--- src/sv/sktup_pkg.sv ---
// ----------------------------------------------------------------------------
// sktup_pkg
// Item, entry and cell-control types shared by the sorted key table.
// ----------------------------------------------------------------------------
package sktup_pkg;

  typedef enum logic [1:0] {
    MODE_UPSERT = 2'd0,
    MODE_PURGE  = 2'd1,
    MODE_CLEAR  = 2'd2,
    MODE_READ   = 2'd3
  } mode_e;

  typedef enum logic [2:0] {
    STAT_INSERTED = 3'd0,
    STAT_UPDATED  = 3'd1,
    STAT_FULL     = 3'd2,
    STAT_DONE     = 3'd3,
    STAT_EMPTY    = 3'd4
  } status_e;

  typedef struct packed {
    logic [1:0]  mode;
    logic [15:0] room;
    logic [63:0] guest_name;
    logic [31:0] leave_date;
    logic [4:0]  position;
  } in_item_t;

  typedef struct packed {
    logic [2:0]  status;
    logic [5:0]  removed_count;
    logic [5:0]  occupancy;
    logic [15:0] entry_room;
    logic [63:0] entry_name;
    logic [31:0] entry_date;
  } out_item_t;

  typedef struct packed {
    logic [15:0] room;
    logic [63:0] name;
    logic [31:0] date;
  } entry_t;

  // Operation broadcast to every cell of the row
  typedef enum logic [2:0] {
    CELL_HOLD = 3'd0,
    CELL_CMP  = 3'd1,
    CELL_UPD  = 3'd2,
    CELL_INS  = 3'd3,
    CELL_SORT = 3'd4
  } cell_op_e;

  typedef struct packed {
    cell_op_e    op;
    logic        phase;
    entry_t      wr;
    logic [4:0]  position;
  } cell_ctrl_t;

  // Per-cell flags, seen by the neighbours and the controller
  typedef struct packed {
    logic lt;    // key below the upsert key
    logic eq;    // key equal to the upsert key
    logic live;  // entry survives the purge
    logic cnt;   // purge count bit, shifts towards cell 0
  } cell_flags_t;

endpackage

--- src/sv/sktup_cell.sv ---
// ----------------------------------------------------------------------------
// sktup_cell
// One table slot: holds an entry, compares it and trades it with neighbours.
// ----------------------------------------------------------------------------
module sktup_cell
  import sktup_pkg::*;
#(
  parameter int unsigned IDX = 0,
  parameter int unsigned FW  = 6
) (
  input  logic        clk_i,
  input  logic        rst_ni,
  input  cell_ctrl_t  ctrl_i,
  input  logic [FW-1:0] fill_i,
  input  entry_t      prev_entry_i,
  input  cell_flags_t prev_flags_i,
  input  entry_t      next_entry_i,
  input  cell_flags_t next_flags_i,
  output entry_t      entry_o,
  output cell_flags_t flags_o,
  output entry_t      sel_o
);

  localparam logic PAR = 1'(IDX % 2);

  entry_t      entry_q, entry_d;
  cell_flags_t flags_q, flags_d;
  logic        occ;
  logic        boundary;

  assign occ      = FW'(IDX) < fill_i;
  // first slot not below the key: the insert point
  assign boundary = !flags_q.lt && (prev_flags_i.lt || (IDX == 0));

  always_comb begin
    entry_d = entry_q;
    flags_d = flags_q;
    case (ctrl_i.op)
      CELL_CMP: begin
        flags_d.lt   = occ && (entry_q.room < ctrl_i.wr.room);
        flags_d.eq   = occ && (entry_q.room == ctrl_i.wr.room);
        flags_d.live = occ && (entry_q.date != ctrl_i.wr.date);
        flags_d.cnt  = occ && (entry_q.date == ctrl_i.wr.date);
      end
      CELL_UPD: begin
        if (flags_q.eq) begin
          entry_d.name = ctrl_i.wr.name;
          entry_d.date = ctrl_i.wr.date;
        end
      end
      CELL_INS: begin
        if (!flags_q.lt) begin
          entry_d = boundary ? ctrl_i.wr : prev_entry_i;
        end
      end
      CELL_SORT: begin
        // odd-even transposition: a live entry drops below a dead one
        if (PAR == ctrl_i.phase) begin
          if (!flags_q.live && next_flags_i.live) begin
            entry_d      = next_entry_i;
            flags_d.live = 1'b1;
          end
        end else begin
          if (!prev_flags_i.live && flags_q.live) begin
            entry_d      = prev_entry_i;
            flags_d.live = 1'b0;
          end
        end
        flags_d.cnt = next_flags_i.cnt;
      end
      default: ;
    endcase
  end

  always_ff @(posedge clk_i or negedge rst_ni) begin
    if (!rst_ni) begin
      flags_q <= '0;
    end else begin
      flags_q <= flags_d;
    end
  end

  always_ff @(posedge clk_i) begin
    entry_q <= entry_d;
  end

  assign entry_o = entry_q;
  assign flags_o = flags_q;
  assign sel_o   = ({27'd0, ctrl_i.position} == 32'(IDX)) ? entry_q : '0;

endmodule

--- config.mk ---
export PLATFORM = sky130hd
export DESIGN_NAME = sktup_cell
export DESIGN_NICKNAME = d
export VERILOG_FILES = /design/src/sv/sktup_pkg.sv /design/src/sv/sktup_cell.sv
export SDC_FILE = /design/constraint.sdc
export NUM_CORES = 1
export LEC_CHECK = 0
export ABC_AREA = 1
export ABC_CLOCK_PERIOD_IN_PS = 7500
export BUFFER_PORTS_ARGS = -buffer_cell sky130_fd_sc_hd__buf_2
export CORE_AREA = 3 3 228 230
export CTS_BUF_LIST = sky130_fd_sc_hd__clkbuf_8
export CTS_CLUSTER_SIZE = 10
export DETAILED_ROUTE_END_ITERATION = 10
export DIE_AREA = 0 0 231 233
export SETUP_SLACK_MARGIN = 0.2
export SYNTH_ARGS = -nofsm -noshare
export SYNTH_HDL_FRONTEND = slang
export SYNTH_SLANG_ARGS = --single-unit
--- constraint.sdc ---
create_clock -name clk_i -period 7.5 [get_ports clk_i]
set_input_delay 0.75 -clock clk_i [delete_from_list [all_inputs] [get_ports clk_i]]
set_output_delay 0.75 -clock clk_i [all_outputs]
set_load 0.01 [all_outputs]
=== Word-level counts from Yosys, hierarchy flattened ===
Cells that the tools add are included.

* $add $sub $neg: 0
* Multiply operators: 0
* Divide/modulo/power cells: 0
* Magnitude comparators: 2
* Equal/unequal tests: 11
* Shift-type cells: 0
* Muxes and demuxes: 12
* Bitwise logic cells: 0
* Reduce and logical (&&, ||, !) cells: 15

{| class="wikitable"
|+ Operators by type and width
! operator !! number
|-
| 112-bit two-way mux || 5
|-
| 96-bit one-hot mux with 3 select lines || 1
|-
| 96-bit two-way mux || 1
|-
| 32-bit equality test || 1
|-
| 32-bit inequality test || 1
|-
| 16-bit one-hot mux with 2 select lines || 1
|-
| 16-bit equality test || 1
|-
| 16-bit less-than comparator || 1
|-
| 3-bit by 2-bit equality test with 1-bit output (second input constant) || 2
|-
| 1-bit logical AND || 6
|-
| 1-bit by 6-bit less-than comparator with 1-bit output (first input constant) || 1
|-
| 3-bit inequality test (second input constant) || 2
|-
| 5-bit logical NOT || 1
|-
| 5-bit AND reduction || 1
|-
| 2-bit inequality test (second input constant) || 2
|-
| 2-bit one-hot mux with 2 select lines || 1
|-
| 4-bit AND reduction || 1
|-
| 2-bit nonzero test || 2
|-
| 3-bit by 1-bit equality test with 1-bit output (second input constant) || 1
|-
| 3-bit equality test (second input constant) || 1
|-
| 1-bit two-way mux || 3
|-
| 3-bit AND reduction || 1
|-
| 3-bit nonzero test || 1
|-
| 1-bit logical NOT || 2
|}

* Register bits after elaboration: 116
* Latch bits: 0
* Memory bits (writable): 0
* Memory bits (read-only): 0
* Input port bits: 361
* Output and inout bits: 228
* Logic and storage cells: 47
* Memories kept: 0

=== Depth between registers and ports, before layout ===
Gate-level depths: netlist of run 1.

* Depth after elaboration: 5
* Mapped depth: 10
* Gate-level depth less buffers: 10

=== Worst setup path after synthesis of run 1 ===
Ideal clock, no wire load.

* Kind: input to register
* Start: input port ctrl_i[120] (netlist bit)
* End: register entry_q (netlist bit entry_o[0]) (enable)
* Library setup time: 0.582 ns
* Arrival: 5.911 ns
* Data required time: 6.918 ns
* Slack: 1.007 ns
* Stages: 7
* Buffers on the path: 0
* Cells stage by stage: inv_1 -> nor3_4 -> inv_1 -> nor2_1 -> nor2_1 -> o21ai_0 -> a21oi_1

* Cells in the longest elaborated chain, start to end: 3
* Elaborated cells between the ends (all ways): 9
* Those cells by class: eq/ne: 7; reduce/logical: 2

{| class="wikitable"
|+ RTL lines
! what !! RTL line !! source
|-
| start, declared || sktup_cell.sv:13 || <nowiki>input cell_ctrl_t ctrl_i,</nowiki>
|-
| 3-bit equality test or 3-bit by 2-bit equality test with 1-bit output (tied branches) || sktup_cell.sv:38 || <nowiki>case (ctrl_i.op)</nowiki>
|-
| 3-bit inequality test (no source line), or another cell as far along || -- ||
|-
| 5-bit AND reduction (no source line) (*) || -- ||
|-
| end signal, assigned || sktup_cell.sv:84 || <nowiki>entry_q <= entry_d;</nowiki>
|-
| end, declared || sktup_cell.sv:26 || <nowiki>entry_t entry_q, entry_d;</nowiki>
|}

Every way passes the cells marked *; elsewhere a longest branch is shown, timed or not.
A chain may end at the register's enable or synchronous reset.

==> results of run 1 <==
## stage by stage
stage	worst slack [ps]	hold WS [ps]	area, sq um	utilization
global placement	4050	522	11200	0.224
finish	4260	491	11600	0.231
detailed placement	4040	538	11200	0.224
global route	4130	460	11600	0.231
CTS	4220	407	11600	0.231
floorplan	1010	454	7690	-
## sequential cells by signal (all words and copies together) (netlist names)
name     flops
flags_o      4
entry_o    112
## metal layers
| layer | vias up | share of wire | global-route usage |
|---|---|---|---|
| met1 | 3837 | 0.40 | 0.139 |
| li1 | 4455 | - | - |
| met3 | 58 | 0.086 | 0.0395 |
| met5 | - | 0.0015 | 0 |
| met4 | 8 | 0.033 | 0.0645 |
| met2 | 415 | 0.48 | 0.196 |
## Yosys cell counts
| cell type | instances | area [sq um] |
|---|---|---|
| a211oi_1 | 1 | 7.51 |
| a211oi_2 | 1 | 12.5 |
| a21oi_1 | 12 | 60.1 |
| a31oi_1 | 112 | 701 |
| buf_2 | 22 | 110 |
| buf_4 | 20 | 150 |
| buf_6 | 1 | 11.3 |
| clkbuf_1 | 19 | 71.3 |
| clkinv_1 | 1 | 3.75 |
| dfrtp_1 | 4 | 100 |
| edfxtp_1 | 112 | 3360 |
| ha_1 | 16 | 200 |
| inv_1 | 152 | 571 |
| nand2_1 | 293 | 1100 |
| nand3_1 | 5 | 25.0 |
| nand4_1 | 1 | 6.26 |
| nor2_1 | 245 | 920 |
| nor3_1 | 4 | 20.0 |
| nor3_4 | 1 | 16.3 |
| nor4_1 | 1 | 6.26 |
| o21ai_0 | 5 | 25.0 |
| o31ai_1 | 1 | 7.51 |
| xnor2_1 | 23 | 201 |
## cell type report
| type | count | share of cell area |
|---|---|---|
| inverters | 153 | 0.0498 |
| diodes | 4 | 0.000865 |
| clock buffers | 17 | 0.0202 |
| repair buffers | 593 | 0.259 |
| clock inverters | 15 | 0.0107 |
| flip-flops and latches | 116 | 0.299 |
| multi-input cells | 721 | 0.288 |
| well taps | 672 | 0.0726 |
## worst paths after layout
check,endpoint,start,slack (ps),depth (start not counted)
max reg2reg,entry_o[36],flags_o[1],5050,7
min reg2reg,flags_o[3],flags_o[3],560,2
min,flags_o[0],next_flags_i[0],490,3
max in group asynchronous,flags_o[0],rst_ni,6770,2
min in group asynchronous,flags_o[1],rst_ni,600,2
max,sel_o[89],ctrl_i[3],4260,6
## cells by family (layout without fill, tap and decap cells)
logic type	Yosys count	count (layout)
other	0	4
DFF	116	116
AOI/OAI and AO/OA	132	132
xor gates and xnor gates	23	23
and+or+nand+nor	550	550
adders and majority gates	16	16
buffers and inverters	215	778
## report_power, final
part           switching (mW)  internal [mW]
sequential             0.0304          0.765
combinational           0.212          0.161
clock                   0.292          0.284
## critical path, cell delays in order
cell and delay, ps:
buf_2 90, nor3_1 300, nand2_4 420, buf_4 470, nor2_1 240, buf_2 160
## timing repair
| action | in CTS | in global routing |
|---|---|---|
| hold buffers | 1 | 0 |
| endpoints found under the hold margin | 4 | 0 |
| gates resized for setup | 0 | 0 |
==> flow_metrics.env, run 1 <==
export IMPL_status="finished clean"
export IMPL_synth_cells=1052
export IMPL_setup_viol=0
export IMPL_grt_pass1_wl_mm=47.5
export IMPL_antenna_found_initial=7
export IMPL_ys_ff_latch=116
export IMPL_rows=82
export IMPL_ir_worst_vdd_mv=0.0895
export IMPL_synth_cell_type_count=23
export IMPL_grt_max_degree=91
export IMPL_cp_max_fo=63
export IMPL_min_period_ps=3240
export IMPL_ctsLongestPathBuffers=2
export IMPL_port_buffers=583
export IMPL_synth_mux_area_frac=0
export IMPL_synthAdderAreaFrac=0.0260
export IMPL_io_pins=589
export IMPL_cts_setup_buffers=0
export IMPL_yosys_area_share_simple=0.272
export IMPL_routabilityCongestion=0.838
export IMPL_via_per_inst=3.83
export IMPL_finalHoldViolations=0
export IMPL_synth_nets=1429
export IMPL_grt_overflow=0
export IMPL_multi_input_area_sq_mm=0.00333
export IMPL_fin_skew_ps=8.18
export IMPL_vias=8773
export IMPL_die_x_microns=231
export IMPL_cap_violations=0
export IMPL_tritoncts="built"
export IMPL_fillers=5715
export IMPL_cts_root_buf="clkbuf_8"
export IMPL_area_growth_pct=50.6
export IMPL_drive_above_1_share=0.387
export IMPL_grt_pass1_vias=8005
export IMPL_numCtsBuffers=17
export IMPL_antenna_left=0
export IMPL_cp_end_kind="output port"
export IMPL_final_setup_tns_ps=0
export IMPL_required_ps=6750
export IMPL_grt_use_total=0.120
export IMPL_hpwlAfterDp_mm=27.4
export IMPL_dp_cells=2254
export IMPL_core_sq_mm=0.0501
export IMPL_drt_iter0_markers=327
export IMPL_htree_levels=4
export IMPL_drc_errors=0
export IMPL_slew_headroom=0.372
export IMPL_start_kind="primary input"
export IMPL_layoutNonFillerInstCount=2291
export IMPL_register_area_sq_mm=0.00346
export IMPL_cts_reportedPaths_clkPinSlew_ps=70
export IMPL_rsz0062_at_grt="false"
export IMPL_ys_warn_count=0
export IMPL_power_density_mw_per_mm2=151
export IMPL_crit_arrival_ps=2490
export IMPL_drv_slew=0
export IMPL_power_leakage_nw=6.13
export IMPL_die_height_microns=233
export IMPL_detail_route_wirelength_mm=34.1
export IMPL_syn_avg_cell_area_sq_um=7.31
export IMPL_totalPowerFinal_mw=1.74
export IMPL_fmax_mhz=309
export IMPL_ys_seq_area_frac=0.450
export IMPL_num_nets_final=1979
export IMPL_dieArea_sq_mm=0.0538
export IMPL_syn_cell_area_sq_mm=0.00769
export IMPL_synth_top_family_by_area="simple AND/OR/NAND/NOR gates"
export IMPL_mostFrequentLayoutCell="buf_2"
export IMPL_clk_insertion_delay_late_ps=510
export IMPL_cts_sinks=116
export IMPL_hold_path_class="in2reg"
export IMPL_worst_pin_slew_ps=941
export IMPL_first_pass_iters=5
export IMPL_layout_common_cells="582 x buf_2, 292 x nand2_1, 244 x nor2_1, 154 x inv_1"
export IMPL_initial_utilization=0.154
export IMPL_post_drt_wl_per_cell_microns=14.9
export IMPL_synth_compound_gate_area_share=0.106
export IMPL_crit_type="in2out"
export IMPL_synth_xor_area_frac=0.0262
export IMPL_fin_crit_sh=0.432
No activity file was read; power rests on OpenSTA's default activity.
==> run 2: changes to the inputs <==
--- a/config.mk
+++ b/config.mk
@@ -5,8 +5,8 @@
 export SDC_FILE = /design/constraint.sdc
 export NUM_CORES = 1
 export LEC_CHECK = 0
-export ABC_AREA = 1
-export ABC_CLOCK_PERIOD_IN_PS = 7500
+export ABC_AREA = 0
+export ABC_CLOCK_PERIOD_IN_PS = 3250
 export BUFFER_PORTS_ARGS = -buffer_cell sky130_fd_sc_hd__buf_2
 export CORE_AREA = 3 3 228 230
 export CTS_BUF_LIST = sky130_fd_sc_hd__clkbuf_8
==> constraint.sdc (replaced) <==
create_clock -name clk_i -period 3.25 [get_ports clk_i]
set_input_delay 0.325 -clock clk_i [delete_from_list [all_inputs] [get_ports clk_i]]
set_output_delay 0.325 -clock clk_i [all_outputs]
set_load 0.01 [all_outputs]
==> run 2 against run 1 <==
First-iteration DRC count shrank 17%. Power rose by 120%. Die area unchanged. Hold slack got worse by 340 ps. Critical path type unchanged. Largest power group unchanged.
==> flow_metrics.env, run 2 <==
export IMPL_status="finished clean"
export IMPL_dpl_cell_area_sq_mm=0.0111
export IMPL_ctsLongestPathBuffers=2
export IMPL_post_drt_wl_per_cell_microns=16.7
export IMPL_clk_insertion_delay_late_ps=510
export IMPL_antenna_left=0
export IMPL_r2r_slack_ps=1190
export IMPL_cp_slowest_cell="or4_4"
export IMPL_hold_buffers=2
export IMPL_die_x_microns=231
export IMPL_crit_chain="buf_2, or4_4, nor2_4, buf_12, and2_1, buf_2"
export IMPL_final_cell_area_sq_mm=0.0115
export IMPL_synth_cell_type_count=35
export IMPL_cts_reportedPaths_clkPinSlew_ps=70
export IMPL_hold_path_class="in2reg"
export IMPL_yosys_top_cells_count="119 x a21oi_1, 119 x nor2_1, 112 x edfxtp_1, 112 x mux2i_1, 111 x and2_1"
export IMPL_power_leakage_nw=5.62
export IMPL_r2r_start="flags_o[3]"
export IMPL_io_pins=589
export IMPL_dieArea_sq_mm=0.0538
export IMPL_reg2reg_to="entry_o[36]"
export IMPL_dp_cells=1958
export IMPL_min_period_ps=2190
export IMPL_syn_avg_cell_area_sq_um=10.1
export IMPL_crit_buf_inv=3
export IMPL_cts_setup_buffers=0
export IMPL_numCtsBuffers=17
export IMPL_rows=82
export IMPL_drt_iter0_markers=272
export IMPL_crit_top_cell="buf_2"
export IMPL_die_height_microns=233
export IMPL_port_buffers=583
export IMPL_num_nets_final=1684
export IMPL_area_growth_pct=53.3
export IMPL_grt_max_degree=118
export IMPL_yosysTopAreaCellShare=0.448
export IMPL_cts_resized=0
export IMPL_core_sq_mm=0.0501
export IMPL_cts_root_buf="clkbuf_8"
export IMPL_drv_slew=0
export IMPL_synth_edf_count=112
export IMPL_tritoncts="built"
export IMPL_synth_area_leaders="edfxtp_1 45%, mux2i_1 15%, and2_1 9.3%, a21oi_1 7.9%, nor2_1 6.0%"
export IMPL_reg2reg_depth=4
export IMPL_worst_pin_slew_ps=727
export IMPL_slowest_delay_ps=550
export IMPL_synth_cells=744
export IMPL_finalHoldViolations=0
export IMPL_synth_nets=1121
export IMPL_fin_crit_sh=0.675
export IMPL_ys_warn_count=0
export IMPL_min_from="ctrl_i[58]"
export IMPL_fmax_mhz=456
export IMPL_rsz0062_at_grt="false"
export IMPL_synthArstFlopShare=0.0345
export IMPL_drc_errors=0
export IMPL_synth_main_ff_cell="edfxtp_1"
export IMPL_mostFrequentLayoutCell="buf_2"
export IMPL_final_setup_tns_ps=0
export IMPL_required_ps=2920
export IMPL_ys_seq_area_frac=0.462
export IMPL_grt_use_total=0.118
export IMPL_crit_arrival_ps=1870
export IMPL_antenna_found_initial=3
export IMPL_routabilityCongestion=0.900
export IMPL_syn_cell_area_sq_mm=0.00750
export IMPL_layoutNonFillerInstCount=1993
export IMPL_htree_levels=4
export IMPL_ys_ff_latch=116
export IMPL_final_util=0.230
export IMPL_cp_top_family="simple AND/OR/NAND/NOR gates"
export IMPL_synth_largest_area_cell="edfxtp_1"
export IMPL_ir_worst_vdd_mv=0.142
export IMPL_crit_type="in2out"
export IMPL_cp_end_kind="output port"
export IMPL_start_kind="primary input"
export IMPL_grt_pass1_vias=7626
export IMPL_cts_sinks=116
export IMPL_fin_skew_ps=18.6
export IMPL_via_per_inst=3.91
export IMPL_hold_end="entry_o[53]"
export IMPL_whs_path_depth=3
export IMPL_hpwlAfterDp_mm=27.3
export IMPL_setup_viol=0
export IMPL_vias=7785
export IMPL_slew_headroom=0.514
export IMPL_drive_above_1_share=0.473
export IMPL_crit_start="ctrl_i[0]"
export IMPL_largest_register_ff_count=112
export IMPL_power_density_mw_per_mm2=333
export IMPL_cp_max_fo=111
export IMPL_detail_route_wirelength_mm=33.3
export IMPL_grt_overflow=0
export IMPL_first_pass_iters=4
export IMPL_grt_pass1_wl_mm=46.0
export IMPL_layout_common_cells="582 x buf_2, 119 x nor2_1, 119 x a21oi_1, 112 x mux2i_1, 112 x edfxtp_1"
export IMPL_initial_utilization=0.150
export IMPL_cap_violations=0
## run 2: cell count changes in the layout (fill, tap and decap cells not counted), sizes merged, moves of 111 or more
cell | before | now
mux2i | 0 | 112
and2 | 0 | 111
nand2 | 293 | 7
nor2 | 245 | 120
inv | 155 | 18
a31oi | 112 | 0
## run 2: area by class of cell
| class | count | area, sq um |
|---|---|---|
| diodes | 2 | 5.00 |
| clock buffers | 17 | 234 |
| clock inverters | 14 | 97.6 |
| fillers | 5488 | 38600 |
| inverters | 17 | 63.8 |
| multi-input cells | 560 | 3680 |
| flip-flops and latches | 116 | 3460 |
| well taps | 672 | 841 |
| repair buffers | 595 | 3110 |
## run 2: worst max path at each step
stage                     cells after the start          to
after floorplan                               3  entry_o[0]
after global placement                        6   sel_o[70]
after detailed placement                      6   sel_o[70]
after CTS                                     5  flags_o[0]
after global routing                          5  flags_o[0]
final                                         6   sel_o[70]
## run 2: routing by layer
metal | part of all wire | up-vias | GRT usage | wire length [microns]
met2 | 0.50 | 417 | 0.207 | 16600
met1 | 0.38 | 3576 | 0.131 | 12800
li1 | - | 3742 | - | -
met3 | 0.078 | 50 | 0.0306 | 2600
met4 | 0.040 | 0 | 0.0662 | 1350
met5 | 0 | - | 0 | 0
## run 2: cell families (layout without fill, tap and decap cells)
kind of cell,count (synthesis),count (layout),synth area share
simple gates,267,267,0.183
compound gates,133,133,0.0921
flops,116,116,0.462
mux,112,112,0.149
buf+inv,68,643,0.0495
xor+xnor,32,32,0.0374
fa+ha+maj,16,16,0.0267
other cells,0,2,0
## run 2: through the flow
step | power, mW | worst slack, ps | hold slack, ps
5_1_grt | 4.08 | 956 | 87.1
3_3_place_gp | 2.63 | 1090 | 174
4_1_cts | 3.95 | 1060 | 52.5
6_report | 3.83 | 1060 | 147
2_1_floorplan | 2.18 | 524 | 29.4
3_5_place_dp | 2.64 | 1060 | 176
## run 2: power breakdown
group	switching (mW)	leakage, nW	internal [mW]	total, mW
Combinational	0.434	4.37	0.378	0.812
Clock	0.653	0.172	0.575	1.23
Sequential	0.0558	1.07	1.73	1.79
Total	1.14	5.62	2.69	3.83
## run 2: worst register-to-register path, delay by kind of cell, from the launching register on
kind / cells / cell delay (ps)
AND/OR/NAND/NOR: 1 / 170
AO/OA/AOI/OAI: 2 / 760
buffers and inverters: 1 / 330
flip-flops: 1 / 430
==> run 3: changes to the inputs <==
--- a/config.mk
+++ b/config.mk
@@ -6,7 +6,7 @@
 export NUM_CORES = 1
 export LEC_CHECK = 0
 export ABC_AREA = 0
-export ABC_CLOCK_PERIOD_IN_PS = 3250
+export ABC_CLOCK_PERIOD_IN_PS = 2220
 export BUFFER_PORTS_ARGS = -buffer_cell sky130_fd_sc_hd__buf_2
 export CORE_AREA = 3 3 228 230
 export CTS_BUF_LIST = sky130_fd_sc_hd__clkbuf_8
==> constraint.sdc (replaced) <==
create_clock -name clk_i -period 2.22 [get_ports clk_i]
set_input_delay 0.222 -clock clk_i [delete_from_list [all_inputs] [get_ports clk_i]]
set_output_delay 0.222 -clock clk_i [all_outputs]
set_load 0.01 [all_outputs]
==> run 3 against run 2 <==
Die area stayed put. First-iteration DRC count is 5.5% lower. Combinational power grew 71%. Clock power rose by 93%. Via count rose by 6.4%. Core utilization grew 3.0 points. Final area increased by 13%. Clock skew barely moved. Hold slack got worse by 55 ps. Sequential power rose by 46%. Sequential cell count did not move. Final cell count up 6.9%.
==> flow_metrics.env, run 3 (synthesis results as in run 2) <==
export IMPL_power_leakage_nw=6.29
export IMPL_crit_top_cell="buf_2"
export IMPL_cp_max_fo=65
export IMPL_whs_path_depth=3
export IMPL_r2r_start="entry_o[111]"
export IMPL_largest_register_ff_count=112
export IMPL_die_height_microns=233
export IMPL_layout_common_cells="582 x buf_2, 126 x dlygate4sd3_1, 119 x nor2_1, 119 x a21oi_1"
export IMPL_grt_overflow=0
export IMPL_numCtsBuffers=17
export IMPL_hold_path_class="in2reg"
export IMPL_slowest_delay_ps=550
export IMPL_port_buffers=583
export IMPL_drt_iter0_markers=257
export IMPL_cts_resized=0
export IMPL_totalPowerFinal_mw=6.38
export IMPL_routabilityCongestion=0.889
export IMPL_hold_end="entry_o[109]"
export IMPL_required_ps=2000
export IMPL_mostFrequentLayoutCell="buf_2"
export IMPL_die_x_microns=231
export IMPL_clk_insertion_delay_late_ps=510
export IMPL_grt_pass1_vias=8292
export IMPL_cts_setup_buffers=0
export IMPL_rsz0062_at_grt="false"
export IMPL_post_drt_wl_per_cell_microns=15.8
export IMPL_fin_crit_sh=0.864
export IMPL_htree_levels=4
export IMPL_tritoncts="built"
export IMPL_r2r_slack_ps=410
export IMPL_cts_root_buf="clkbuf_8"
export IMPL_first_pass_iters=4
export IMPL_grt_max_degree=69
export IMPL_cp_slowest_cell="or4_4"
export IMPL_worst_pin_slew_ps=496
export IMPL_vias=8281
export IMPL_cap_violations=0
export IMPL_setup_viol=0
export IMPL_drv_slew=0
export IMPL_grt_pass1_wl_mm=47.3
export IMPL_ir_worst_vdd_mv=0.302
export IMPL_core_sq_mm=0.0501
export IMPL_cts_reportedPaths_clkPinSlew_ps=70
export IMPL_dieArea_sq_mm=0.0538
export IMPL_pwr_share_comb=0.218
export IMPL_slew_headroom=0.666
export IMPL_crit_arrival_ps=1700
export IMPL_antenna_left=0
export IMPL_reg2reg_depth=5
export IMPL_power_density_mw_per_mm2=490
export IMPL_rows=82
export IMPL_fmax_mhz=522
export IMPL_fin_ws_ps=303
export IMPL_reg2reg_to="flags_o[3]"
export IMPL_num_nets_final=1823
export IMPL_finalHoldViolations=0
export IMPL_detail_route_wirelength_mm=33.7
export IMPL_area_growth_pct=73.4
export IMPL_cts_sinks=116
export IMPL_p_switching_mw=1.69
export IMPL_initial_utilization=0.150
export IMPL_drc_errors=0
export IMPL_power_frac_clock=0.372
export IMPL_crit_type="in2out"
export IMPL_crit_chain="buf_2, or4_4, nor2_4, buf_12, and2_1, buf_2"
export IMPL_min_from="next_entry_i[109]"
export IMPL_start_kind="primary input"
export IMPL_via_per_inst=3.89
export IMPL_p_int_mw=4.68
export IMPL_dp_slack_ps=333
export IMPL_grt_use_total=0.120
export IMPL_cp_end_kind="output port"
export IMPL_hpwlAfterDp_mm=26.2
export IMPL_fin_skew_ps=19.1
export IMPL_seqPwrFrac=0.410
export IMPL_swShare=0.265
export IMPL_diodes=0
export IMPL_status="finished clean"
export IMPL_ctsLongestPathBuffers=2
export IMPL_drive_above_1_share=0.440
export IMPL_antenna_found_initial=1
export IMPL_min_period_ps=1920
export IMPL_io_pins=589
-- run 3: worst max-delay path by stage --
stage,cells past startpoint,start,to,slack [ps]
after floorplan,3,flags_o[3],entry_o[0],-490
after global placement,6,ctrl_i[0],sel_o[3],340
after detailed placement,6,ctrl_i[0],sel_o[3],330
after CTS,6,ctrl_i[0],sel_o[3],330
after global routing,6,ctrl_i[0],sel_o[39],250
final,6,ctrl_i[0],sel_o[39],300
-- run 3: final cells by class --
cell class,count,area [sq um]
Inverter,17,63.8
Tap cell,672,841
Clock buffer,17,234
Sequential cell,116,3460
Multi-Input combinational cell,560,3700
Timing Repair Buffer,734,4490
Fill cell,5346,37100
Clock inverter,14,218
-- run 3: metrics by stage --
stage / util / TNS [ps] / area (sq um) / hold WS, ps / cells
6_report: 0.260 / 0 / 13000 / 91.8 / 2130
3_5_place_dp: 0.226 / 0 / 11300 / 69.4 / 1973
5_1_grt: 0.260 / 0 / 13000 / 27.0 / 2130
2_1_floorplan: - / -47000 / 7530 / -73.6 / 744
3_3_place_gp: 0.226 / 0 / 11300 / 67.1 / 1973
4_1_cts: 0.260 / 0 / 13000 / 0.0281 / 2130
-- run 3: metal layers --
layer  wire, microns  up-vias  GRT usage
li1                -     4022          -
met1           12800     3814      0.127
met2           17100      399      0.214
met3            2420       46     0.0332
met4            1320        0     0.0666
met5               0        -          0
-- run 3: repair_timing --
item                                   CTS  global route
hold buffers                           126             0
endpoints found under the hold margin  103             0
setup endpoints to repair                0             0
-- run 3: power by group through the flow --
stage / Combinational [mW] / Clock [mW] / Sequential (mW)
final: 1.39 / 2.37 / 2.62
after global placement: 1.19 / 0 / 2.66
after CTS: 1.40 / 2.52 / 2.62
after detailed placement: 1.21 / 0 / 2.66
after floorplan: 0.516 / 0 / 2.68
after global routing: 1.52 / 2.58 / 2.63
-- run 3: worst max-delay path, delay by kind of cell --
family                 cells  cell delay [ps]
buffers and inverters      3              480
AND/OR/NAND/NOR            3              910
